==> src/rtl/thuv_sqrt.sv <==
// ----------------------------------------------------------------------------
// thuv_sqrt
// Pipelined restoring square root, one root bit per stage, rounded to nearest.
// ----------------------------------------------------------------------------
module thuv_sqrt #(
    parameter int P    = 20,
    parameter int SB_W = 8
) (
    input  logic              i_clk,
    input  logic              i_rst_n,
    input  logic              i_valid,
    input  logic [2*P+1:0]    i_sq,
    input  logic [SB_W-1:0]   i_sb,
    output logic              o_valid,
    output logic [P:0]        o_len,
    output logic [SB_W-1:0]   o_sb
);
    localparam int RB = P + 1;
    localparam int SW = 2 * P + 2;

    logic            r_v    [RB+1];
    logic [SW-1:0]   r_s    [RB+1];
    logic [RB+1:0]   r_rem  [RB+1];
    logic [RB-1:0]   r_root [RB+1];
    logic [SB_W-1:0] r_sb   [RB+1];

    logic            r_out_v;
    logic [RB-1:0]   r_len;
    logic [SB_W-1:0] r_out_sb;

    assign r_v[0]    = i_valid;
    assign r_s[0]    = i_sq;
    assign r_rem[0]  = '0;
    assign r_root[0] = '0;
    assign r_sb[0]   = i_sb;

    for (genvar k = 0; k < RB; k++) begin : g_stage
        logic [RB+1:0] rem_sh;
        logic [RB+1:0] trial;
        logic          ge;

        always_comb begin
            rem_sh = {r_rem[k][RB-1:0], r_s[k][SW-1-2*k -: 2]};
            trial  = {r_root[k], 2'b01};
            ge     = (rem_sh >= trial);
        end

        always_ff @(posedge i_clk) begin
            if (!i_rst_n) begin
                r_v[k+1] <= 1'b0;
            end else begin
                r_v[k+1] <= r_v[k];
            end
        end

        always_ff @(posedge i_clk) begin
            r_s[k+1]    <= r_s[k];
            r_rem[k+1]  <= ge ? rem_sh - trial : rem_sh;
            r_root[k+1] <= {r_root[k][RB-2:0], ge};
            r_sb[k+1]   <= r_sb[k];
        end
    end

    always_ff @(posedge i_clk) begin
        if (!i_rst_n) begin
            r_out_v <= 1'b0;
        end else begin
            r_out_v <= r_v[RB];
        end
    end

    always_ff @(posedge i_clk) begin
        r_len    <= (r_rem[RB] > {2'b00, r_root[RB]}) ? r_root[RB] + 1'b1 : r_root[RB];
        r_out_sb <= r_sb[RB];
    end

    assign o_valid = r_out_v;
    assign o_len   = r_len;
    assign o_sb    = r_out_sb;

endmodule

==> config.mk <==
export PLATFORM = sky130hd
export DESIGN_NAME = thuv_sqrt
export DESIGN_NICKNAME = d
export VERILOG_FILES = /design/src/rtl/thuv_sqrt.sv
export SDC_FILE = /design/constraint.sdc
export NUM_CORES = 2
export LEC_CHECK = 0
export CAP_MARGIN = 20
export CORE_MARGIN = 2
export CORE_UTILIZATION = 55
export DETAILED_ROUTE_END_ITERATION = 8
export DONT_BUFFER_PORTS = 1
export PLACE_DENSITY = 0.73
export SLEW_MARGIN = 20
export SYNTH_ARGS = -nofsm -noshare
export SYNTH_HDL_FRONTEND = slang
export SYNTH_SLANG_ARGS = --single-unit
==> constraint.sdc <==
create_clock -name i_clk -period 2.6 [get_ports i_clk]
set_input_delay 0.52 -clock i_clk [delete_from_list [all_inputs] [get_ports i_clk]]
set_output_delay 0.52 -clock i_clk [all_outputs]
set_load 0.01 [all_outputs]
# [After elaboration in Yosys (flattened, before gate mapping)]
# Index checks and enable logic that the tools add are counted.
[totals] latch_bits=0 ram_bits=0 out_inout_bits=30 mem_bits_ro=0 reg_bits=1295 memories=0
[classes] bitwise_logic=0 reduce_logical=0 n_lt_le_gt_ge=22 eq_ne=0 shifts=0 n_addsub=22 mul=0 n_div=0 muxes=22
[op_table] operator="$mux W21" count=20
[op_table] operator="$ge A23 B10 Y1" count=1
[op_table] operator="$ge A23 B11 Y1" count=1
[op_table] operator="$ge A23 B12 Y1" count=1
[op_table] operator="$ge A23 B13 Y1" count=1
[op_table] operator="$ge A23 B14 Y1" count=1
[op_table] operator="$ge A23 B15 Y1" count=1
[op_table] operator="$ge A23 B16 Y1" count=1
[op_table] operator="$ge A23 B17 Y1" count=1
[op_table] operator="$ge A23 B18 Y1" count=1
[op_table] operator="$ge A23 B19 Y1" count=1
[op_table] operator="$ge A23 B20 Y1" count=1
[op_table] operator="$ge A23 B21 Y1" count=1
[op_table] operator="$ge A23 B22 Y1" count=1
[op_table] operator="$ge A23 B3 Y1" count=1
[op_table] operator="$ge A23 B4 Y1" count=1
[op_table] operator="$ge A23 B5 Y1" count=1
[op_table] operator="$ge A23 B6 Y1" count=1
[op_table] operator="$ge A23 B7 Y1" count=1
[op_table] operator="$ge A23 B8 Y1" count=1
[op_table] operator="$ge A23 B9 Y1" count=1
[op_table] operator="$gt A23 B21 Y1" count=1
[op_table] operator="$mux W23" count=1
[op_table] operator="$sub A23 B22 Y23" count=1
[op_table] operator="23 further kinds" count=23

# [Depth between registers and ports, before layout]
[logic_depth] depth_word=2 depth_mapped=13

# [Least setup slack after synthesis]
# OpenSTA, ideal clock, no wires.
[synth_timing] path_kind="reg-to-reg" from="register r_root, in the netlist g_stage[19].trial[12]" to="register r_rem, in the netlist g_stage[20].rem_sh[10]" arrival_time_ns=2.512 stages_incl_launch_ff=12 t_required_ns=2.477 n_path_buf=2 slack_ns=-0.035 synth_period_minus_slack_ns=2.635 path_cell_list="dfxtp_1 > inv_1 > ha_1 > clkbuf_1 > nand3_1 > nor2_1 > nand3_1 > a211oi_1 > o31ai_1 > a31oi_2 > buf_2 > mux2_1"
[synth_via] elab_chain_len=2
[synth_lines] element="start, declared" line="24" text="logic [RB-1:0] r_root [RB+1];"
[synth_lines] element="start signal, assigned by index" line="59" text="r_root[k+1] <= {r_root[k][RB-2:0], ge};"
[synth_lines] element="$ge A23 B21 Y1" line="45" text="ge = (rem_sh >= trial);"
[synth_lines] element="$mux W21" line="58" text="r_rem[k+1] <= ge ? rem_sh - trial : rem_sh;"
[synth_lines] element="end signal, assigned by index" line="58"
[synth_lines] element="end, declared" line="23" text="logic [RB+1:0] r_rem [RB+1];"
# Every way passes these cells.
# A chain may end at the register's enable or synchronous reset.

# [Final worst setup path]
[layout_timing] from="register r_root, in the netlist g_stage[19].trial[3]" to="register r_rem, in the netlist g_stage[20].rem_sh[17]"
[layout_via] elab_chain_len=2 word_cells_on_any_way=3 classes_between="add/sub (1); order compare (1); mux (1)"
[layout_lines] element="$sub A21 B21 Y21 / $ge A23 B21 Y1 (equally long branches)" line="58, 45"
[layout_lines] element="$mux W21 (*)" line="58"
# Mark *: on every way between the ends. The rest lies on a longest branch, timed or not.

==> results.txt <==
Startpoint type of the worst setup path: flop
Final period util: 1.02
Worst path most repeated cell: o211ai_1
Crit path launch: g_stage[19].trial[3]$_DFF_P_
Yosys Warn Count: 0
Worst Max-Slew Pin Slew: 0.583 ns
Nets: 4892
Diode count: 0
Final hold violations: 0
FF-to-FF setup slack: -0.06 ns
Max rail drop VDD: 738 uV
WS Path Type: reg -> reg
Most frequent cell after synthesis: dfxtp_1
CP Cell Sequence: inv_2 -> ha_4 -> o211ai_1 -> a21oi_2 -> o211ai_1 -> buf_4 -> a211oi_4 -> o31ai_4 -> a31oi_4 -> buf_12 -> clkbuf_16 -> mux2_4
HPWL after detailed placement: 58500 um
Max_cap viols: 0
Gp weighted congestion: 0.905
Core area: 80300 um^2
Yosys top cell area share: 0.580
Slowest CP cell: dfxtp_2
Failing checks: setup timing
Die height: 288 um
# IOs: 83
Worst hold path type: reg -> reg
Synth async-reset ratio: 0
Syn Nets: 4494
Htree depth: 3
Unique cell type count in the Yosys netlist: 87
Reg2reg start: g_stage[19].trial[3]$_DFF_P_
Reg2reg end: g_stage[20].rem_sh[17]$_DFF_P_
Crit path max-delay family: compound AO/OA/AOI/OAI gates
Global Route Usage Sum: 0.196
Largest cells by area after synthesis: dfxtp_1 (58%), ha_1 (7.8%), xnor2_1 (4.1%)
Clock buffer depth: 3
Fmax: 0.376 GHz
Drt pass-1 iters: 5
Layout area overhead: 21.0%
Via count: 29370
Crit path to: g_stage[20].rem_sh[17]$_DFF_P_
Synth Register Bits: 1287
Crit Path Max Fanout: 5
First-pass GRT wire length: 136000 um
Clock Sinks: 1287
Grt ovf: 0
Ratio of cells with drive above 1 in the final layout: 0.164
Total stage count of the critical path: 12
Setup TNS: -0.845 ns
CP Capture Type: flop
Mapped Cells: 4164
Mapped Area: 44400 um^2
Seq/Total Area, Yosys: 0.580
Leakage: 0.0251 uW
Power, Total: 55900 uW
Syn Area/Cell: 10.7 um^2
PwrDens: 1040 nW/um^2
Worst EP required: 3.17 ns
Routed WL per cell: 14.7 um
CP Data Arrival Time: 3.23 ns
Status: finished with violations
Clk_skew: 0.0221 ns
Port bufs: 0
CTS tree: yes
Largest net degree at the start of global routing: 28
Placed cell area: 47500 um^2
R2r worst-path depth: 12
Via-to-Cell Ratio: 5.13
Initial Util: 0.554
Die W: 288 um
Commonest cells in the netlist: dfxtp_1 (1287), inv_1 (333), nor2_1 (285)
Antenna violations before repair: 0
Post-synth top area cell: dfxtp_1
Residual DRC: 0
CTS buffer count: 120
Clock-pin transition on the worst setup and hold timing paths: 0.06 ns
Post-synth EDFFs: 0
Fin worst setup slack: -0.0625 ns
Final Instance Area: 53800 um^2
Largest stage delay on the critical path: 0.33 ns
Final setup viols: 16
CTS root buffer: clkbuf_16
Worst Path Buf+Inv: 4
Final WL: 84300 um
Non-Filler Instances: 5723
Predominant post-synthesis flop cell: dfxtp_1
Die ar.: 83100 um^2
FP Rows: 104
Placed Instances: 5412
RSZ-0062 raised after global routing: yes
Number of global-route vias before repair: 28378
Clock latency on the worst-skew pair: 0.70 ns
Relative slew slack: 0.609
Routed Antenna Nets: 0
Final worst path period need: 2.66 ns
Slew Viols, Final: 0
DR iter-0 viols: 1714
==> flip-flops by register name, indices dropped and copies added (netlist names) <==
name and flops:
g_stage.rem_sh 434, g_stage.trial 210, o_len 21, o_sb 8, o_valid 1, r_rem 23
r_root 21, r_s 380, r_sb 168, r_v 21
==> timing repair <==
| action | in CTS | in global routing |
|---|---|---|
| resized for setup | 33 | 210 |
| pin swaps | 10 | 54 |
| hold buffers | 53 | 0 |
| hold endpoints to repair | 73 | 0 |
| setup endpoints to repair | 77 | 224 |
| gates cloned | 1 | 4 |
| setup buffers | 10 | 20 |
==> how the worst min path moves through the flow <==
stage                     slack, ns                             to  cells past startpoint              start
after floorplan                0.31  g_stage[10].rem_sh[0]$_DFF_P_                      0   r_s[524]$_DFF_P_
after global placement         0.31               r_s[687]$_DFF_P_                      0   r_s[729]$_DFF_P_
after detailed placement       0.31   g_stage[2].rem_sh[1]$_DFF_P_                      0   r_s[877]$_DFF_P_
after CTS                      0.32               r_sb[94]$_DFF_P_                      0  r_sb[102]$_DFF_P_
after global routing           0.31               r_sb[94]$_DFF_P_                      0  r_sb[102]$_DFF_P_
final                          0.32  g_stage[17].rem_sh[0]$_DFF_P_                      0   r_s[216]$_DFF_P_
==> per-layer routing <==
layer,vias to the layer above,global-route usage,routed length (um)
met2,600,0.325,39000
met3,157,0.0301,3720
met1,13632,0.265,39500
met4,0,0.0632,2030
met5,-,0,0
li1,14981,-,-
==> final cells by class <==
type,instances,area [um^2]
fillers,5869,26500
multi-input cells,2481,18200
repair buffers,336,2880
clock buffers,165,3470
flip-flops and latches,1287,25800
inverters,336,1260
clock inverters,58,838
well taps,1060,1330
==> layout by cell type (no fill, tap or decap), drive strengths merged, types with 167 or more instances in the layout <==
cell    instances
dfxtp        1287
inv           341
nor2          285
buf           281
ha            277
a21oi         239
xnor2         208
nand2         208
o21ai         194
clkbuf        167
==> power by group <==
group	switching [uW]	internal, uW	leakage (uW)
Combinational	5960	6160	0.0123
Clock	7340	11000	0.00209
Sequential	2410	23000	0.0108
==> through the flow <==
stage / util / hold slack, ns / setup WS, ns
floorplan: - / 0.310 / 0.0115
global placement: 0.592 / 0.310 / -0.141
detailed placement: 0.592 / 0.312 / -0.175
CTS: 0.655 / 0.320 / -0.0317
global route: 0.670 / 0.315 / -0.124
finish: 0.670 / 0.316 / -0.0625
==> cells by family after synthesis <==
group,synth area share
fa+ha+maj,0.0780
xor+xnor,0.0664
buf+inv,0.0340
compound gates,0.105
flops,0.580
mux,0.0214
other cells,0.0000844
simple gates,0.115
Note: power is estimated with default switching activity, not from simulation.
