`config.mk`:
```
export PLATFORM = sky130hd
export DESIGN_NAME = thuv_div
export DESIGN_NICKNAME = d
export VERILOG_FILES = /design/src/rtl/thuv_pkg.sv /design/src/rtl/thuv_div.sv
export SDC_FILE = /design/constraint.sdc
export NUM_CORES = 2
export LEC_CHECK = 0
export ABC_AREA = 1
export BUFFER_PORTS_ARGS = -buffer_cell sky130_fd_sc_hd__buf_2
export CAP_MARGIN = 20
export CORE_ASPECT_RATIO = 1.2
export CORE_UTILIZATION = 35
export DETAILED_ROUTE_END_ITERATION = 7
export PLACE_DENSITY = 0.52
export SETUP_SLACK_MARGIN = 0.5
export SYNTH_ARGS = -nofsm -noshare
export SYNTH_HDL_FRONTEND = slang
export SYNTH_SLANG_ARGS = --single-unit
```
`constraint.sdc`:
```
create_clock -name i_clk -period 6.99 [get_ports i_clk]
set_input_delay 0.699 -clock i_clk [delete_from_list [all_inputs] [get_ports i_clk]]
set_output_delay 0.699 -clock i_clk [all_outputs]
set_load 0.02 [all_outputs]
```
`src/rtl/thuv_pkg.sv`:
```
// ----------------------------------------------------------------------------
// thuv_pkg
// Shared constants and tables of the toroidal heading and unit vector unit.
// ----------------------------------------------------------------------------
package thuv_pkg;

    typedef enum logic {
        CMD_HEADING = 1'b0,
        CMD_POINTS  = 1'b1
    } t_cmd;

    typedef enum logic {
        CFG_MAP_WIDTH  = 1'b0,
        CFG_MAP_HEIGHT = 1'b1
    } t_cfg_idx;

    localparam int CFG_W       = 20;
    localparam int IN_COORD_W  = 20;
    localparam int ANGLE_IN_W  = 24;
    localparam int ANG_W       = 17;
    localparam int ANG_RAW_W   = 25;
    localparam int UNIT_W      = 16;
    localparam int QUOT_W      = 15;
    localparam int UNIT_FRAC   = 14;
    localparam int DIST_W      = 21;
    localparam int Z_W         = 27;

    localparam int DEG360      = 92160;
    localparam int DEG180      = 46080;
    localparam int DEG90       = 23040;
    localparam int DEG270      = 69120;
    localparam int ANG_OFFSET  = 92 * DEG360;
    localparam int UNIT_ONE    = 16384;
    localparam int GAIN_Q30    = 652032874;

    localparam logic [CFG_W-1:0] MAP_WIDTH_RST  = 20'd262144;
    localparam logic [CFG_W-1:0] MAP_HEIGHT_RST = 20'd196608;

    localparam int ATAN_TAB [24] = '{
        2949120, 1740967, 919879, 466945, 234379, 117304, 58666, 29335,
        14668, 7334, 3667, 1833, 917, 458, 229, 115,
        57, 29, 14, 7, 4, 2, 1, 0
    };

    function automatic logic [ANG_RAW_W-1:0] red_step(input logic [ANG_RAW_W-1:0] u,
                                                       input int k);
        logic [ANG_RAW_W-1:0] m;
        m = ANG_RAW_W'(DEG360 << k);
        return (u >= m) ? u - m : u;
    endfunction

endpackage

```
`src/rtl/thuv_div.sv`:
```
// ----------------------------------------------------------------------------
// thuv_div
// Two-lane pipelined restoring divider for the unit vector components.
// ----------------------------------------------------------------------------
module thuv_div #(
    parameter int P    = 20,
    parameter int SB_W = 8
) (
    input  logic                                i_clk,
    input  logic                                i_rst_n,
    input  logic                                i_valid,
    input  logic [P:0]                          i_ax,
    input  logic [P:0]                          i_ay,
    input  logic                                i_sx,
    input  logic                                i_sy,
    input  logic [P:0]                          i_len,
    input  logic [SB_W-1:0]                     i_sb,
    output logic                                o_valid,
    output logic signed [thuv_pkg::UNIT_W-1:0]  o_ux,
    output logic signed [thuv_pkg::UNIT_W-1:0]  o_uy,
    output logic [SB_W-1:0]                     o_sb
);
    localparam int RB = P + 1;
    localparam int NW = P + 16;
    localparam int QB = thuv_pkg::QUOT_W;
    localparam int UW = thuv_pkg::UNIT_W;

    logic            r_v   [QB+1];
    logic [NW-1:0]   r_rx  [QB+1];
    logic [NW-1:0]   r_ry  [QB+1];
    logic [QB-1:0]   r_qx  [QB+1];
    logic [QB-1:0]   r_qy  [QB+1];
    logic [RB-1:0]   r_len [QB+1];
    logic            r_sx  [QB+1];
    logic            r_sy  [QB+1];
    logic [SB_W-1:0] r_sb  [QB+1];

    logic                 r_out_v;
    logic signed [UW-1:0] r_ux, r_uy;
    logic [SB_W-1:0]      r_out_sb;

    function automatic logic signed [UW-1:0] finish(input logic [QB-1:0] q, input logic s);
        logic [QB-1:0]        qc;
        logic signed [UW-1:0] m;
        qc = (q > QB'(thuv_pkg::UNIT_ONE)) ? QB'(thuv_pkg::UNIT_ONE) : q;
        m  = $signed(UW'(qc));
        return s ? -m : m;
    endfunction

    always_ff @(posedge i_clk) begin
        if (!i_rst_n) begin
            r_v[0] <= 1'b0;
        end else begin
            r_v[0] <= i_valid;
        end
    end

    always_ff @(posedge i_clk) begin
        r_rx[0]  <= (NW'(i_ax) << thuv_pkg::UNIT_FRAC) + NW'(i_len >> 1);
        r_ry[0]  <= (NW'(i_ay) << thuv_pkg::UNIT_FRAC) + NW'(i_len >> 1);
        r_qx[0]  <= '0;
        r_qy[0]  <= '0;
        r_len[0] <= i_len;
        r_sx[0]  <= i_sx;
        r_sy[0]  <= i_sy;
        r_sb[0]  <= i_sb;
    end

    for (genvar t = 0; t < QB; t++) begin : g_stage
        logic [NW-1:0] dv;
        logic          gx, gy;

        always_comb begin
            dv = NW'(r_len[t]) << (QB - 1 - t);
            gx = (r_rx[t] >= dv);
            gy = (r_ry[t] >= dv);
        end

        always_ff @(posedge i_clk) begin
            if (!i_rst_n) begin
                r_v[t+1] <= 1'b0;
            end else begin
                r_v[t+1] <= r_v[t];
            end
        end

        always_ff @(posedge i_clk) begin
            r_rx[t+1]  <= gx ? r_rx[t] - dv : r_rx[t];
            r_ry[t+1]  <= gy ? r_ry[t] - dv : r_ry[t];
            r_qx[t+1]  <= {r_qx[t][QB-2:0], gx};
            r_qy[t+1]  <= {r_qy[t][QB-2:0], gy};
            r_len[t+1] <= r_len[t];
            r_sx[t+1]  <= r_sx[t];
            r_sy[t+1]  <= r_sy[t];
            r_sb[t+1]  <= r_sb[t];
        end
    end

    always_ff @(posedge i_clk) begin
        if (!i_rst_n) begin
            r_out_v <= 1'b0;
        end else begin
            r_out_v <= r_v[QB];
        end
    end

    always_ff @(posedge i_clk) begin
        r_ux     <= finish(r_qx[QB], r_sx[QB]);
        r_uy     <= finish(r_qy[QB], r_sy[QB]);
        r_out_sb <= r_sb[QB];
    end

    assign o_valid = r_out_v;
    assign o_ux    = r_ux;
    assign o_uy    = r_uy;
    assign o_sb    = r_out_sb;

endmodule

```
# Word-level counts from Yosys, hierarchy flattened
# Memory sizes are Yosys's and may differ from the RTL's. A register that Yosys moved wholly into a read port is not among the register bits.
# Index checks and enable logic that the tools add are counted.
[word_totals]
n_memories = 9
inputBits = 76
ram_bits = 2144
reg_bits = 32
word_cells = 148
[mem_list]
columns = ["memory", "depth", "word_bits", "read_ports", "rd_ports_with_merged_regs", "write_ports", "line", "text"]
rows = [
  ["r_rx", 16, 36, 15, 0, 16, "thuv_div.sv:29", "logic [NW-1:0] r_rx [QB+1];"],
  ["r_ry", 16, 36, 15, 0, 16, "thuv_div.sv:30", "logic [NW-1:0] r_ry [QB+1];"],
  ["r_len", 16, 21, 15, 0, 16, "thuv_div.sv:33", "logic [RB-1:0] r_len [QB+1];"],
  ["r_qx", 16, 15, 16, 0, 16, "thuv_div.sv:31", "logic [QB-1:0] r_qx [QB+1];"],
  ["r_qy", 16, 15, 16, 0, 16, "thuv_div.sv:32", "logic [QB-1:0] r_qy [QB+1];"],
  ["r_sb", 16, 8, 16, 1, 16, "thuv_div.sv:36", "logic [SB_W-1:0] r_sb [QB+1];"],
  ["3 more memories", "-", "-", "-", "-", "-", "-", ""],
]
[classes]
muxes = 52
reduce_logical = 1
n_bitwise = 16
n_addsub = 34
magnitude_cmp = 32
[op_table]
columns = ["cell", "n"]
rows = [
  ["36-bit two-way mux", 30],
  ["35-bit by 20-bit adder with 36-bit output", 2],
  ["36-bit by 21-bit greater-or-equal comparator with 1-bit output", 2],
  ["36-bit by 22-bit greater-or-equal comparator with 1-bit output", 2],
  ["36-bit by 23-bit greater-or-equal comparator with 1-bit output", 2],
  ["36-bit by 24-bit greater-or-equal comparator with 1-bit output", 2],
  ["36-bit by 25-bit greater-or-equal comparator with 1-bit output", 2],
  ["36-bit by 26-bit greater-or-equal comparator with 1-bit output", 2],
  ["36-bit by 27-bit greater-or-equal comparator with 1-bit output", 2],
  ["36-bit by 28-bit greater-or-equal comparator with 1-bit output", 2],
  ["36-bit by 29-bit greater-or-equal comparator with 1-bit output", 2],
  ["36-bit by 30-bit greater-or-equal comparator with 1-bit output", 2],
  ["36-bit by 31-bit greater-or-equal comparator with 1-bit output", 2],
  ["36-bit by 32-bit greater-or-equal comparator with 1-bit output", 2],
  ["36-bit by 33-bit greater-or-equal comparator with 1-bit output", 2],
  ["36-bit by 34-bit greater-or-equal comparator with 1-bit output", 2],
  ["36-bit by 35-bit greater-or-equal comparator with 1-bit output", 2],
  ["36-bit by 21-bit subtractor with 36-bit output", 2],
  ["36-bit by 22-bit subtractor with 36-bit output", 2],
  ["36-bit by 23-bit subtractor with 36-bit output", 2],
  ["36-bit by 24-bit subtractor with 36-bit output", 2],
  ["36-bit by 25-bit subtractor with 36-bit output", 2],
  ["36-bit by 26-bit subtractor with 36-bit output", 2],
  ["36-bit by 27-bit subtractor with 36-bit output", 2],
  ["other kinds (14)", 59],
]

# Longest topological paths before layout
# An unclocked memory read counts as a cell.
[logic_depth]
ltp_word = 5
mapped_depth = 17
ltp_nobuf = 16

# Least setup slack after synthesis
# No wires, ideal clock.
[synth_path]
path_kind = "register to register"
from = "memory r_len[4][11] (netlist name)"
to = "memory r_ry[2][66] (netlist name)"
arrival_time_ps = 2196
path_slack_ps = 4736
required_ps = 6932
path_stages_with_launch = 16
path_cell_list = "dfxtp_1 inv_1 ha_1 fa_1 nand3b_1 nand2_1 nand2_1 nand2_1 nand2_1 nand2_1 nand3_1 nand3_1 buf_4 buf_4 nand3_1 nand2_1"
[synth_lines]
columns = ["item", "line"]
rows = [
  ["from (decl)", "thuv_div.sv:33"],
  ["to (decl)", "thuv_div.sv:30"],
]

==> reports/qor.yml <==
outcome: "finished clean"
synth-seq-cells: 1614
layout_common_cells: "nand2_1, inv_1, dfxtp_1, nor2_1, a21oi_1"
port_buffers: 116
synth_compound_area_frac: 0.0949
drt-total-wl_um: 331000
drive_gt1_frac: 0.0422
clock.fmax_mhz: 287
core_mm2: 0.260
r2r_cells: 13
synth_area_mm2: 0.0915
crit_path_top_delay_cell: "fa_1"
dp_hpwl_um: 281000
postSynthCellCount: 13700
syn_to_final_growth_pct: 11.8
whs_ps: 53.1
grt_pass1_wl_um: 499000
synth_area_per_cell_um2: 6.70
route.met2.wl_um: 164000
dr.pass1.iters: 6
r2r_slack_ps: 3500
p_int_mw: 26.5
io-pin-count: 117
die_h_um: 562
root_buffer: "clkbuf_16"
ff_latch_area_mm2: 0.0323
place_inst: 17100
wl_met1_um: 132000
arrival_ps: 4220
final.fill_count: 28100
clockBufferDepth: 4
drc: 0
grtUsageTotal: 0.247
p_seq_frac: 0.303
period_share: 0.499
drt_iter0_markers: 5767
r2r_end: "r_rx[11][10]$_DFF_P_"
cp_top_family: "simple AND/OR/NAND/NOR gates"
slew_headroom: 0.268
fin_nets: 14600
top_layer: "met5"
synthAdderAreaFrac: 0.0927
multiInputGateArea_mm2: 0.0509
setup_viol: 0
synth_mux_area_frac: 0
startpoint_type: "register"
num_rows: 205
cts_resized: 0
synth.distinct_cells: 49
clockPowerShare: 0.204
htreeDepth: 4
cp_num_buf_inv: 2
cap_viol_max_count: 0
path_clk_slew_ps: 70
grt_start_max_net_pins: 43
layout_commonest_cell: "nand2_1"
antenna_found_initial: 8
worst_pin_slew_ps: 1100
power_switching_mw: 23.2
finClkSkew_ps: 75.1
synth-xor-area-share: 0.0428
combinationalPowerShare: 0.493
vias_per_cell: 4.90
fin_util: 0.394
synthSimpleGateAreaFrac: 0.326
final_cell_area_mm2: 0.102
die_w_um: 469
yosysSeqAreaShare: 0.353
period_minus_slack_ps: 3490
reg2reg_from: "r_len[10][5]$_DFF_P_"
crit_path_cell_trace: "inv_1, ha_1, fa_1, o21ai_2, nand2_1, nand2_1, nand2_1, nand2_1, nand2_1, nand2_1, inv_2, nand2_1, o21ai_1"
dp_slack_ps: 3510
cpMostUsedCell: "nand2_1"
cpPeakStageDelay_ps: 500
ant_nets: 0
critical_path_required_ps: 7720
ir_drop_mv: 0.222
wl_per_cell_um: 19.0
powerDensity_mw_per_mm2: 485
criticalPathCategory: "register to register"
critPathMaxFanout: 42
finalHoldViolations: 0
fin_cells: 17400
power_leakage_nw: 51.2
cts_tree: "done"
crit_start: "r_len[10][5]$_DFF_P_"
hold_path.class: "input port to register"
cts_buffers: 186
initial_core_util: 0.352
place_area_mm2: 0.0955
worst_slack_ps: 3500
p_total_mw: 49.6
cts_sinks: 1614
overflow: 0
critical_path_depth: 13
synth_top_family_by_area: "simple AND/OR/NAND/NOR gates"
gp_congestion: 0.973
wl_met3_um: 11800
die_area_mm2: 0.263
setup.worst_path.end: "r_rx[11][10]$_DFF_P_"
crit_path_end_kind: "register"
grt_pass1_vias: 84400
swShare: 0.467
fin_setup_tns_ps: 0
vias: 85500
clk_latency_ps: 890
synth_warnings: 0
synth_nets: 14400
slew_viol_final: 0
grt_setup_unrepaired: "false"
[cells in the mapped netlist (all sizes together)]
library cell	number	area, um2
nand3	726	3670
o22ai	1	6.26
buf	128	860
a21oi	816	4220
a31oi	3	18.8
nor4	43	269
fa	30	601
nand2	4544	17200
nor3b	4	30.0
nand2b	1	6.26
inv	1974	7410
o31ai	9	67.6
xnor2	199	1740
clkinv	1	3.75
clkbuf	8	30.0
a21o	24	180
o21bai	35	263
dfxtp	1614	32300
nor3	186	961
a21boi	12	90.1
ha	630	7880
or2	21	131
o21a	11	82.6
o211ai	11	87.6
o21ai	712	3660
nand4	351	2200
a211oi	1	7.51
and2	32	200
nor2b	2	12.5
nand3b	91	683
xor2	248	2170
and3	5	31.3
nor2	1178	4460
[repair_timing]
item	4_1_cts	5_1_grt
endpoints found under the setup margin	0	0
buffers inserted	0	0
hold endpoints to repair	33	0
hold buffers	33	0
[cell families after synthesis]
| logic type | count (synthesis) |
|---|---|
| buf+inv | 2111 |
| simple gates | 7184 |
| compound gates | 1635 |
| xor+xnor | 447 |
| flops | 1614 |
| fa+ha+maj | 660 |
[power groups by stage]
stage	clock (mW)	combinational [mW]	sequential, mW
final	10.1	24.5	15.0
after detailed placement	0	24.3	15.2
after global routing	10.8	27.8	15.2
after floorplan	0	18.0	13.6
after CTS	10.4	24.4	15.0
after global placement	0	24.3	15.3
[sequential cells by signal, summed over array words and instances, names as in the netlist]
| name | flops |
|---|---|
| r_ry | 421 |
| r_sx | 16 |
| o_sb | 8 |
| r_sb | 128 |
| r_qy | 120 |
| r_len | 315 |
| r_rx | 421 |
| o_valid | 1 |
| r_v | 16 |
| o_uy | 16 |
| o_ux | 16 |
| r_qx | 120 |
| r_sy | 16 |
[how the worst min path moves through the flow]
stage / from / end / depth (start not counted)
final: i_ay[18] / r_ry[0][32]$_DFF_P_ / 2
after global routing: i_ax[11] / r_rx[0][25]$_DFF_P_ / 2
after CTS: i_ax[7] / r_rx[0][21]$_DFF_P_ / 2
after detailed placement: r_qx[3][17]$_DFF_P_ / r_qx[4][3]$_DFF_P_ / 0
after global placement: r_sb[6][1]$_DFF_P_ / r_sb[7][1]$_DFF_P_ / 0
after floorplan: r_sb[15][0]$_DFF_P_ / o_sb[0]$_DFF_P_ / 0
[cell type report]
cell class,count,share of cell area
Antenna cell,19,0.000465
Clock buffer,235,0.0507
Clock inverter,96,0.0114
Inverter,1975,0.0725
Multi-Input combinational cell,9926,0.497
Sequential cell,1614,0.316
Tap cell,3415,0.0418
Timing Repair Buffer,161,0.00986
[per-layer routing]
layer / vias to the layer above / GRT usage
met3: 746 / 0.0280
met5: - / 0
met4: 6 / 0.152
met2: 1926 / 0.448
li1: 44000 / -
met1: 38800 / 0.273
Power figures use the tool's default switching activity.
