[src/rtl/thuv_pkg.sv]
// ----------------------------------------------------------------------------
// thuv_pkg
// Shared constants and tables of the toroidal heading and unit vector unit.
// ----------------------------------------------------------------------------
package thuv_pkg;

    typedef enum logic {
        CMD_HEADING = 1'b0,
        CMD_POINTS  = 1'b1
    } t_cmd;

    typedef enum logic {
        CFG_MAP_WIDTH  = 1'b0,
        CFG_MAP_HEIGHT = 1'b1
    } t_cfg_idx;

    localparam int CFG_W       = 20;
    localparam int IN_COORD_W  = 20;
    localparam int ANGLE_IN_W  = 24;
    localparam int ANG_W       = 17;
    localparam int ANG_RAW_W   = 25;
    localparam int UNIT_W      = 16;
    localparam int QUOT_W      = 15;
    localparam int UNIT_FRAC   = 14;
    localparam int DIST_W      = 21;
    localparam int Z_W         = 27;

    localparam int DEG360      = 92160;
    localparam int DEG180      = 46080;
    localparam int DEG90       = 23040;
    localparam int DEG270      = 69120;
    localparam int ANG_OFFSET  = 92 * DEG360;
    localparam int UNIT_ONE    = 16384;
    localparam int GAIN_Q30    = 652032874;

    localparam logic [CFG_W-1:0] MAP_WIDTH_RST  = 20'd262144;
    localparam logic [CFG_W-1:0] MAP_HEIGHT_RST = 20'd196608;

    localparam int ATAN_TAB [24] = '{
        2949120, 1740967, 919879, 466945, 234379, 117304, 58666, 29335,
        14668, 7334, 3667, 1833, 917, 458, 229, 115,
        57, 29, 14, 7, 4, 2, 1, 0
    };

    function automatic logic [ANG_RAW_W-1:0] red_step(input logic [ANG_RAW_W-1:0] u,
                                                       input int k);
        logic [ANG_RAW_W-1:0] m;
        m = ANG_RAW_W'(DEG360 << k);
        return (u >= m) ? u - m : u;
    endfunction

endpackage

[src/rtl/thuv_front.sv]
// ----------------------------------------------------------------------------
// thuv_front
// Displacement, torus folding, heading reduction and squared length.
// ----------------------------------------------------------------------------
module thuv_front #(
    parameter int P = 20
) (
    input  logic                                   i_clk,
    input  logic                                   i_rst_n,
    input  logic                                   i_valid,
    input  logic                                   i_cmd,
    input  logic signed [thuv_pkg::ANGLE_IN_W-1:0] i_angle,
    input  logic [thuv_pkg::IN_COORD_W-1:0]        i_from_x,
    input  logic [thuv_pkg::IN_COORD_W-1:0]        i_from_y,
    input  logic [thuv_pkg::IN_COORD_W-1:0]        i_to_x,
    input  logic [thuv_pkg::IN_COORD_W-1:0]        i_to_y,
    input  logic                                   i_wrap,
    input  logic [thuv_pkg::CFG_W-1:0]             i_map_w,
    input  logic [thuv_pkg::CFG_W-1:0]             i_map_h,
    output logic                                   o_valid,
    output logic                                   o_cmd,
    output logic [thuv_pkg::ANG_W-1:0]             o_angle,
    output logic signed [P+1:0]                    o_dx,
    output logic signed [P+1:0]                    o_dy,
    output logic [P:0]                             o_ax,
    output logic [P:0]                             o_ay,
    output logic [2*P+1:0]                         o_sq,
    output logic                                   o_zero
);
    localparam int DW = P + 2;
    localparam int SW = 2 * P + 2;
    localparam int RW = thuv_pkg::ANG_RAW_W;

    function automatic logic signed [DW-1:0] fold(input logic signed [DW-1:0] d,
                                                  input logic [P-1:0] span);
        logic signed [DW-1:0] hs;
        logic signed [DW-1:0] ws;
        hs = $signed({2'b00, span >> 1});
        ws = $signed({2'b00, span});
        if (d > hs) begin
            return d - ws;
        end else if (d < -hs) begin
            return d + ws;
        end
        return d;
    endfunction

    logic                                   r1_v;
    logic                                   r1_cmd;
    logic signed [thuv_pkg::ANGLE_IN_W-1:0] r1_ang;
    logic [P-1:0]                           r1_fx, r1_fy, r1_tx, r1_ty, r1_sw, r1_sh;
    logic                                   r1_wrap;

    logic                 r2_v, r2_cmd;
    logic [RW-1:0]        r2_u;
    logic signed [DW-1:0] r2_dx, r2_dy;
    logic [RW-1:0]        n2_u;
    logic signed [DW-1:0] n2_dx, n2_dy;

    logic                          r3_v, r3_cmd, r3_zero;
    logic [thuv_pkg::ANG_W-1:0]    r3_a;
    logic signed [DW-1:0]          r3_dx, r3_dy;
    logic [P:0]                    r3_ax, r3_ay;
    logic [SW-1:0]                 r3_sqx, r3_sqy;
    logic [RW-1:0]                 n3_u;
    logic [P:0]                    n3_ax, n3_ay;

    logic                          r4_v, r4_cmd, r4_zero;
    logic [thuv_pkg::ANG_W-1:0]    r4_a;
    logic signed [DW-1:0]          r4_dx, r4_dy;
    logic [P:0]                    r4_ax, r4_ay;
    logic [SW-1:0]                 r4_sq;

    always_ff @(posedge i_clk) begin
        if (!i_rst_n) begin
            r1_v <= 1'b0;
            r2_v <= 1'b0;
            r3_v <= 1'b0;
            r4_v <= 1'b0;
        end else begin
            r1_v <= i_valid;
            r2_v <= r1_v;
            r3_v <= r2_v;
            r4_v <= r3_v;
        end
    end

    always_comb begin
        n2_u = RW'(int'(r1_ang) + thuv_pkg::ANG_OFFSET);
        for (int k = 7; k >= 4; k--) begin
            n2_u = thuv_pkg::red_step(n2_u, k);
        end
        n2_dx = $signed({2'b00, r1_tx}) - $signed({2'b00, r1_fx});
        n2_dy = $signed({2'b00, r1_ty}) - $signed({2'b00, r1_fy});
        if (r1_wrap) begin
            n2_dx = fold(n2_dx, r1_sw);
            n2_dy = fold(n2_dy, r1_sh);
        end
    end

    always_comb begin
        n3_u = r2_u;
        for (int k = 3; k >= 0; k--) begin
            n3_u = thuv_pkg::red_step(n3_u, k);
        end
        n3_ax = (P+1)'(r2_dx[DW-1] ? -r2_dx : r2_dx);
        n3_ay = (P+1)'(r2_dy[DW-1] ? -r2_dy : r2_dy);
    end

    always_ff @(posedge i_clk) begin
        r1_cmd  <= i_cmd;
        r1_ang  <= i_angle;
        r1_fx   <= P'(i_from_x);
        r1_fy   <= P'(i_from_y);
        r1_tx   <= P'(i_to_x);
        r1_ty   <= P'(i_to_y);
        r1_wrap <= i_wrap;
        r1_sw   <= P'(i_map_w);
        r1_sh   <= P'(i_map_h);

        r2_cmd  <= r1_cmd;
        r2_u    <= n2_u;
        r2_dx   <= n2_dx;
        r2_dy   <= n2_dy;

        r3_cmd  <= r2_cmd;
        r3_a    <= thuv_pkg::ANG_W'(n3_u);
        r3_dx   <= r2_dx;
        r3_dy   <= r2_dy;
        r3_ax   <= n3_ax;
        r3_ay   <= n3_ay;
        r3_sqx  <= SW'(n3_ax) * SW'(n3_ax);
        r3_sqy  <= SW'(n3_ay) * SW'(n3_ay);
        r3_zero <= (r2_dx == '0) && (r2_dy == '0);

        r4_cmd  <= r3_cmd;
        r4_a    <= r3_a;
        r4_dx   <= r3_dx;
        r4_dy   <= r3_dy;
        r4_ax   <= r3_ax;
        r4_ay   <= r3_ay;
        r4_sq   <= r3_sqx + r3_sqy;
        r4_zero <= r3_zero;
    end

    assign o_valid = r4_v;
    assign o_cmd   = r4_cmd;
    assign o_angle = r4_a;
    assign o_dx    = r4_dx;
    assign o_dy    = r4_dy;
    assign o_ax    = r4_ax;
    assign o_ay    = r4_ay;
    assign o_sq    = r4_sq;
    assign o_zero  = r4_zero;

endmodule

[config.mk]
export PLATFORM = sky130hd
export DESIGN_NAME = thuv_front
export DESIGN_NICKNAME = d
export VERILOG_FILES = /design/src/rtl/thuv_pkg.sv /design/src/rtl/thuv_front.sv
export SDC_FILE = /design/constraint.sdc
export NUM_CORES = 2
export LEC_CHECK = 0
export BUFFER_PORTS_ARGS = -buffer_cell sky130_fd_sc_hd__buf_4
export CORE_MARGIN = 2
export CORE_UTILIZATION = 57
export CTS_BUF_LIST = sky130_fd_sc_hd__clkbuf_4 sky130_fd_sc_hd__clkbuf_8 sky130_fd_sc_hd__clkbuf_16
export CTS_CLUSTER_SIZE = 30
export DETAILED_ROUTE_END_ITERATION = 16
export GPL_TIMING_DRIVEN = 0
export PLACE_DENSITY = 0.88
export SYNTH_ARGS = -nofsm -noshare
export SYNTH_HDL_FRONTEND = slang
export SYNTH_SLANG_ARGS = --single-unit
[constraint.sdc]
create_clock -name i_clk -period 25.2 [get_ports i_clk]
set_input_delay 5.04 -clock i_clk [delete_from_list [all_inputs] [get_ports i_clk]]
set_output_delay 5.04 -clock i_clk [all_outputs]
set_load 0.005 [all_outputs]
# Word-level counts from Yosys, hierarchy flattened
# Cells that the tools add are included.
[word_totals]
register_bits = 556
wordCells = 95
output_inout_bits = 148
in_bits = 149
[classes]
n_reduce_logical = 3
muxes = 24
add_sub_neg = 20
n_mul = 2
n_lt_le_gt_ge = 12
[ops]
columns = ["cell", "count"]
rows = [
  ["two-way mux 22 bit", 8],
  ["two-way mux 25 bit", 7],
  ["multiplier 21 x 21 -> 42 bit", 2],
  ["adder 21 x 21 -> 22 bit", 2],
  ["zero test 22 bit", 2],
  ["less-than comparator 21 x 22 -> 1 bit", 2],
  ["negation 19 -> 22 bit", 2],
  ["subtractor 21 x 21 -> 22 bit", 2],
  ["adder 42 bit", 1],
  ["> comparator 21 x 20 -> 1 bit", 2],
  ["two-way mux 21 bit", 2],
  ["negation 21 bit", 2],
  ["subtractor 20 x 20 -> 21 bit", 2],
  ["adder 24 x 25 -> 25 bit (second input constant)", 1],
  ["greater-or-equal comparator 25 x 17 -> 1 bit (second input constant)", 1],
  ["greater-or-equal comparator 25 x 18 -> 1 bit (second input constant)", 1],
  ["greater-or-equal comparator 25 x 19 -> 1 bit (second input constant)", 1],
  ["greater-or-equal comparator 25 x 20 -> 1 bit (second input constant)", 1],
  ["greater-or-equal comparator 25 x 21 -> 1 bit (second input constant)", 1],
  ["greater-or-equal comparator 25 x 22 -> 1 bit (second input constant)", 1],
  ["greater-or-equal comparator 25 x 23 -> 1 bit (second input constant)", 1],
  ["greater-or-equal comparator 25 x 24 -> 1 bit (second input constant)", 1],
  ["subtractor 25 x 18 -> 25 bit (second input constant)", 1],
  ["subtractor 25 x 19 -> 25 bit (second input constant)", 1],
  ["other kinds (9)", 14],
]

# Longest topological paths before layout
[logic_depth]
ltp_word = 9
ltp_mapped = 43
ltp_nobuf = 42

# Least setup slack after synthesis
# Ideal clock, no wire load.
[synth_path]
kind = "register to register"
startpoint = "register r2_dx[5]"
endpoint = "register r3_sqx[40]"
path_slack_ns = 16.383
n_path_buf = 1
arrival_time_ns = 8.699
setup_time_ns = 0.118
synth_period_minus_slack_ns = 8.817
t_required_ns = 25.082
stages_incl_launch_ff = 35
cell_sequence = "dfxtp_1 -> nor4_1 -> nor2b_1 -> nand2_1 -> o31ai_1 -> xnor2_1 -> inv_1 -> clkbuf_1 -> nor2_1 -> fa_1 -> fa_1 -> inv_1 -> fa_1 -> inv_1 -> fa_1 -> fa_1 -> fa_1 -> inv_1 -> fa_1 -> inv_1 -> ha_1 -> o21ai_0 -> o21ba_2 -> o21ai_0 -> o211a_1 -> o21ai_0 -> a41oi_1 -> a31oi_1 -> a211o_1 -> a31o_2 -> a21oi_1 -> nor2b_1 -> o21a_1 -> a311o_1 -> xor2_1"
[synth_via]
elab_chain_cells = 3
[synth_rtl]
columns = ["item", "line", "rtl"]
rows = [
  ["from (decl)", "thuv_front.sv:56", "logic signed [DW-1:0] r2_dx, r2_dy;"],
  ["from (signal assigned)", "thuv_front.sv:123", "r2_dx <= n2_dx;"],
  ["negation 21 bit", "thuv_front.sv:106", "n3_ax = (P+1)'(r2_dx[DW-1] ? -r2_dx : r2_dx);"],
  ["two-way mux 21 bit", "thuv_front.sv:106", ""],
  ["via n3_ax[11]", "thuv_front.sv:66", "logic [P:0] n3_ax, n3_ay;"],
  ["multiplier 21 x 21 -> 42 bit", "thuv_front.sv:132", "r3_sqx <= SW'(n3_ax) * SW'(n3_ax);"],
  ["to (signal assigned)", "thuv_front.sv:132", ""],
  ["to (decl)", "thuv_front.sv:64", "logic [SW-1:0] r3_sqx, r3_sqy;"],
]
# The timed path passes the listed nets, and every way through them passes these cells.
# A chain may end at the register's enable or synchronous reset.

# Worst setup path in the final report
[layout_path]
startpoint = "register r2_dx[0]"
endpoint = "register r3_sqx[40]"
# The elaborated chain is that of the path after synthesis.

==> flow_summary.json <==
{
  "cp.required_ns": 25.74,
  "final_area_mm2": 0.0535,
  "ys_seq_area_share_pct": 22.9,
  "synth_nets": 6364,
  "grt_pass1_wl_um": 193000,
  "rsz0062_at_grt": "false",
  "place_congestion": 1.01,
  "synth_warnings": 0,
  "netlist_instances": 5075,
  "wl_per_cell_um": 18.3,
  "cts-resized-gates": 0,
  "rrSetupSlack_ns": 13.94,
  "clock-sinks": 548,
  "viasPerCell": 5.55,
  "worst-path-buf-inv": 6,
  "syn_area_per_cell_um2": 9.42,
  "worstReg2RegEnd": "r3_sqx[40]",
  "post-place-cells": 6452,
  "timing.fmax_mhz": 88.8,
  "hpwl_um": 96600,
  "path_clk_slew_ns": 0.07,
  "synth_area_leaders": "fa_1 (26%), dfxtp_1 (23%), ha_1 (13%), inv_1 (8.0%), xnor2_1 (4.6%)",
  "yosysMostFrequentCell": "inv_1",
  "wl_um": 120000,
  "r2r-start": "r2_dx[0]",
  "synth_edf_count": 0,
  "cts-hold-fix-buffers": 0,
  "status": "finished, final reports clean",
  "synth.cell_area_mm2": 0.0478,
  "hold_depth": 0,
  "slew_headroom_pct": 2.10,
  "crit_family": "adder cells",
  "start_util_pct": 57.3,
  "hp-start": "r3_dy[1]",
  "firstDrtPassIters": 5,
  "track_usage_pct": 28.2,
  "fin_skew_ns": 0.0574,
  "cts_tree": "built",
  "final.fill_count": 6297,
  "setup_viol": 0,
  "layout.nets": 6720,
  "crit_type": "flop to flop",
  "grt.overflow.total": 0,
  "cts-root-buf": "clkbuf_16",
  "core_mm2": 0.0834,
  "final_cell_count_no_fill": 6564,
  "cts_buffers": 57,
  "vias": 36400,
  "hold_viol": 0,
  "finalSetupTns_ns": 0,
  "die_w_um": 294,
  "port_buffers": 296,
  "postLayoutCoreUtil_pct": 64.1,
  "slowest_stage": "xor2_1",
  "drc": 0,
  "dieHeight_um": 294,
  "clk_path_buf_depth": 3,
  "synth_common_cells": "inv_1 (1,023), fa_1 (629), dfxtp_1 (548)",
  "holdPathEnd": "o_dy[1]",
  "drv_cap": 0,
  "ys_ff_latch": 548,
  "finalWorstPathRequiredPeriod_ns": 11.26,
  "drive_above_1_share_pct": 9.25,
  "crit_arrival_ns": 11.80,
  "io_pins": 297,
  "finalMaxSlewViolations": 0,
  "rr_worst_depth": 33,
  "crit_top_cell": "fa_1",
  "synth_cell_types": 101,
  "synth_top_cell_area_share_pct": 26.3,
  "antenna_found_initial": 5,
  "dr.first_iter.drc_count": 2499,
  "cp-start-kind": "flop",
  "ctsHtreeMaxLevel": 2,
  "place_area_mm2": 0.0514,
  "tightest_slew_ns": 1.46,
  "async_reset_ff_share_pct": 0,
  "hold_class": "flop to flop",
  "cp-end-kind": "flop",
  "grt_max_degree": 18,
  "crit_path_max_incr_delay_ns": 0.86,
  "synthFlopType": "dfxtp_1",
  "drtAntennaViolNets": 0,
  "syn_to_final_growth_pct": 11.9,
  "dieArea_mm2": 0.0862,
  "fin_crit_sh_pct": 44.7,
  "clock_latency_ns": 0.65,
  "grt_pass1_vias": 38900,
  "synth.largest_area_cell": "fa_1",
  "num_rows": 106,
  "critPathMaxFanout": 10,
  "cts_setup_buffers": 0
}
## area by class of cell
cell class	count	area (um2)	share of cell area [%]
clock buffers	73	1610	3.01
multi-input cells	3383	32500	60.8
clock inverters	34	462	0.863
diodes	5	12.5	0.0234
flip-flops and latches	548	11000	20.5
well taps	1080	1350	2.53
inverters	1043	3920	7.32
plain buffers	101	423	0.790
repair buffers	297	2230	4.17
## per-stage QoR
step                hold slack [ns]  setup WS (ns)
finish                        0.314          13.94
global route                  0.319          13.60
CTS                           0.313          14.22
detailed placement            0.312          14.19
global placement              0.310          14.31
floorplan                     0.310          16.38
## placed cells by master, fill, tap and decap left out, types with 79 or more instances in the layout
cell,count
fa_1,629
a21oi_1,161
clkbuf_1,81
o21ai_0,124
dfxtp_1,548
inv_1,1023
nor2_1,402
ha_1,511
buf_4,299
nor3_1,94
nand2_1,363
xor2_1,79
xnor2_1,251
## worst reg2reg max path, delay by kind of cell, from the launching register on
family / cells / cell delay (ns)
fa+ha+maj: 9 / 4.29
compound gates: 12 / 2.89
buf+inv: 6 / 2.00
xor+xnor: 2 / 1.00
flops: 1 / 0.60
simple gates: 4 / 0.42
## per-layer routing
| metal | GRT usage, % | share of wire, % |
|---|---|---|
| met1 | 33.6 | 38 |
| met2 | 48.5 | 49 |
| met3 | 5.68 | 7.8 |
| met4 | 13.8 | 5.5 |
| met5 | 0 | 0.012 |
## worst max path at each step
stage / from / slack [ns] / to / cells past startpoint
6_report: r2_dx[0] / 13.94 / r3_sqx[40] / 33
5_1_grt: r2_dx[0] / 13.60 / r3_sqx[40] / 33
4_1_cts: r2_dx[0] / 14.22 / r3_sqx[40] / 33
3_5_place_dp: r2_dx[0] / 14.19 / r3_sqx[40] / 33
3_3_place_gp: r2_dx[0] / 14.31 / r3_sqx[40] / 33
2_1_floorplan: r2_dx[5] / 16.38 / r3_sqx[40] / 34
## state kept, by name, summed over array words and instances, names as in the netlist, 21 cells and up
signal	flops
r2_dx	22
r2_u	25
r3_dx	21
r3_sqx	41
r3_dy	21
r3_sqy	41
o_sq	42
o_ax	21
o_dx	21
r2_dy	22
o_dy	21
r1_ang	24
o_ay	21
## cells by family (layout without fill, tap and decap cells)
group	Yosys count	after routing	synth area share, %
buffers and inverters	1144	1548	9.07
and+or+nand+nor	1178	1178	11.3
muxes	75	75	1.71
xor gates and xnor gates	332	332	6.10
other	0	5	0
AOI/OAI and AO/OA	658	658	9.20
DFF	548	548	22.9
adders and majority gates	1140	1140	39.7
Power is left out: the tool's default activity adds up to more than one toggle a clock period on the data nets, which glitch-free logic cannot reach.
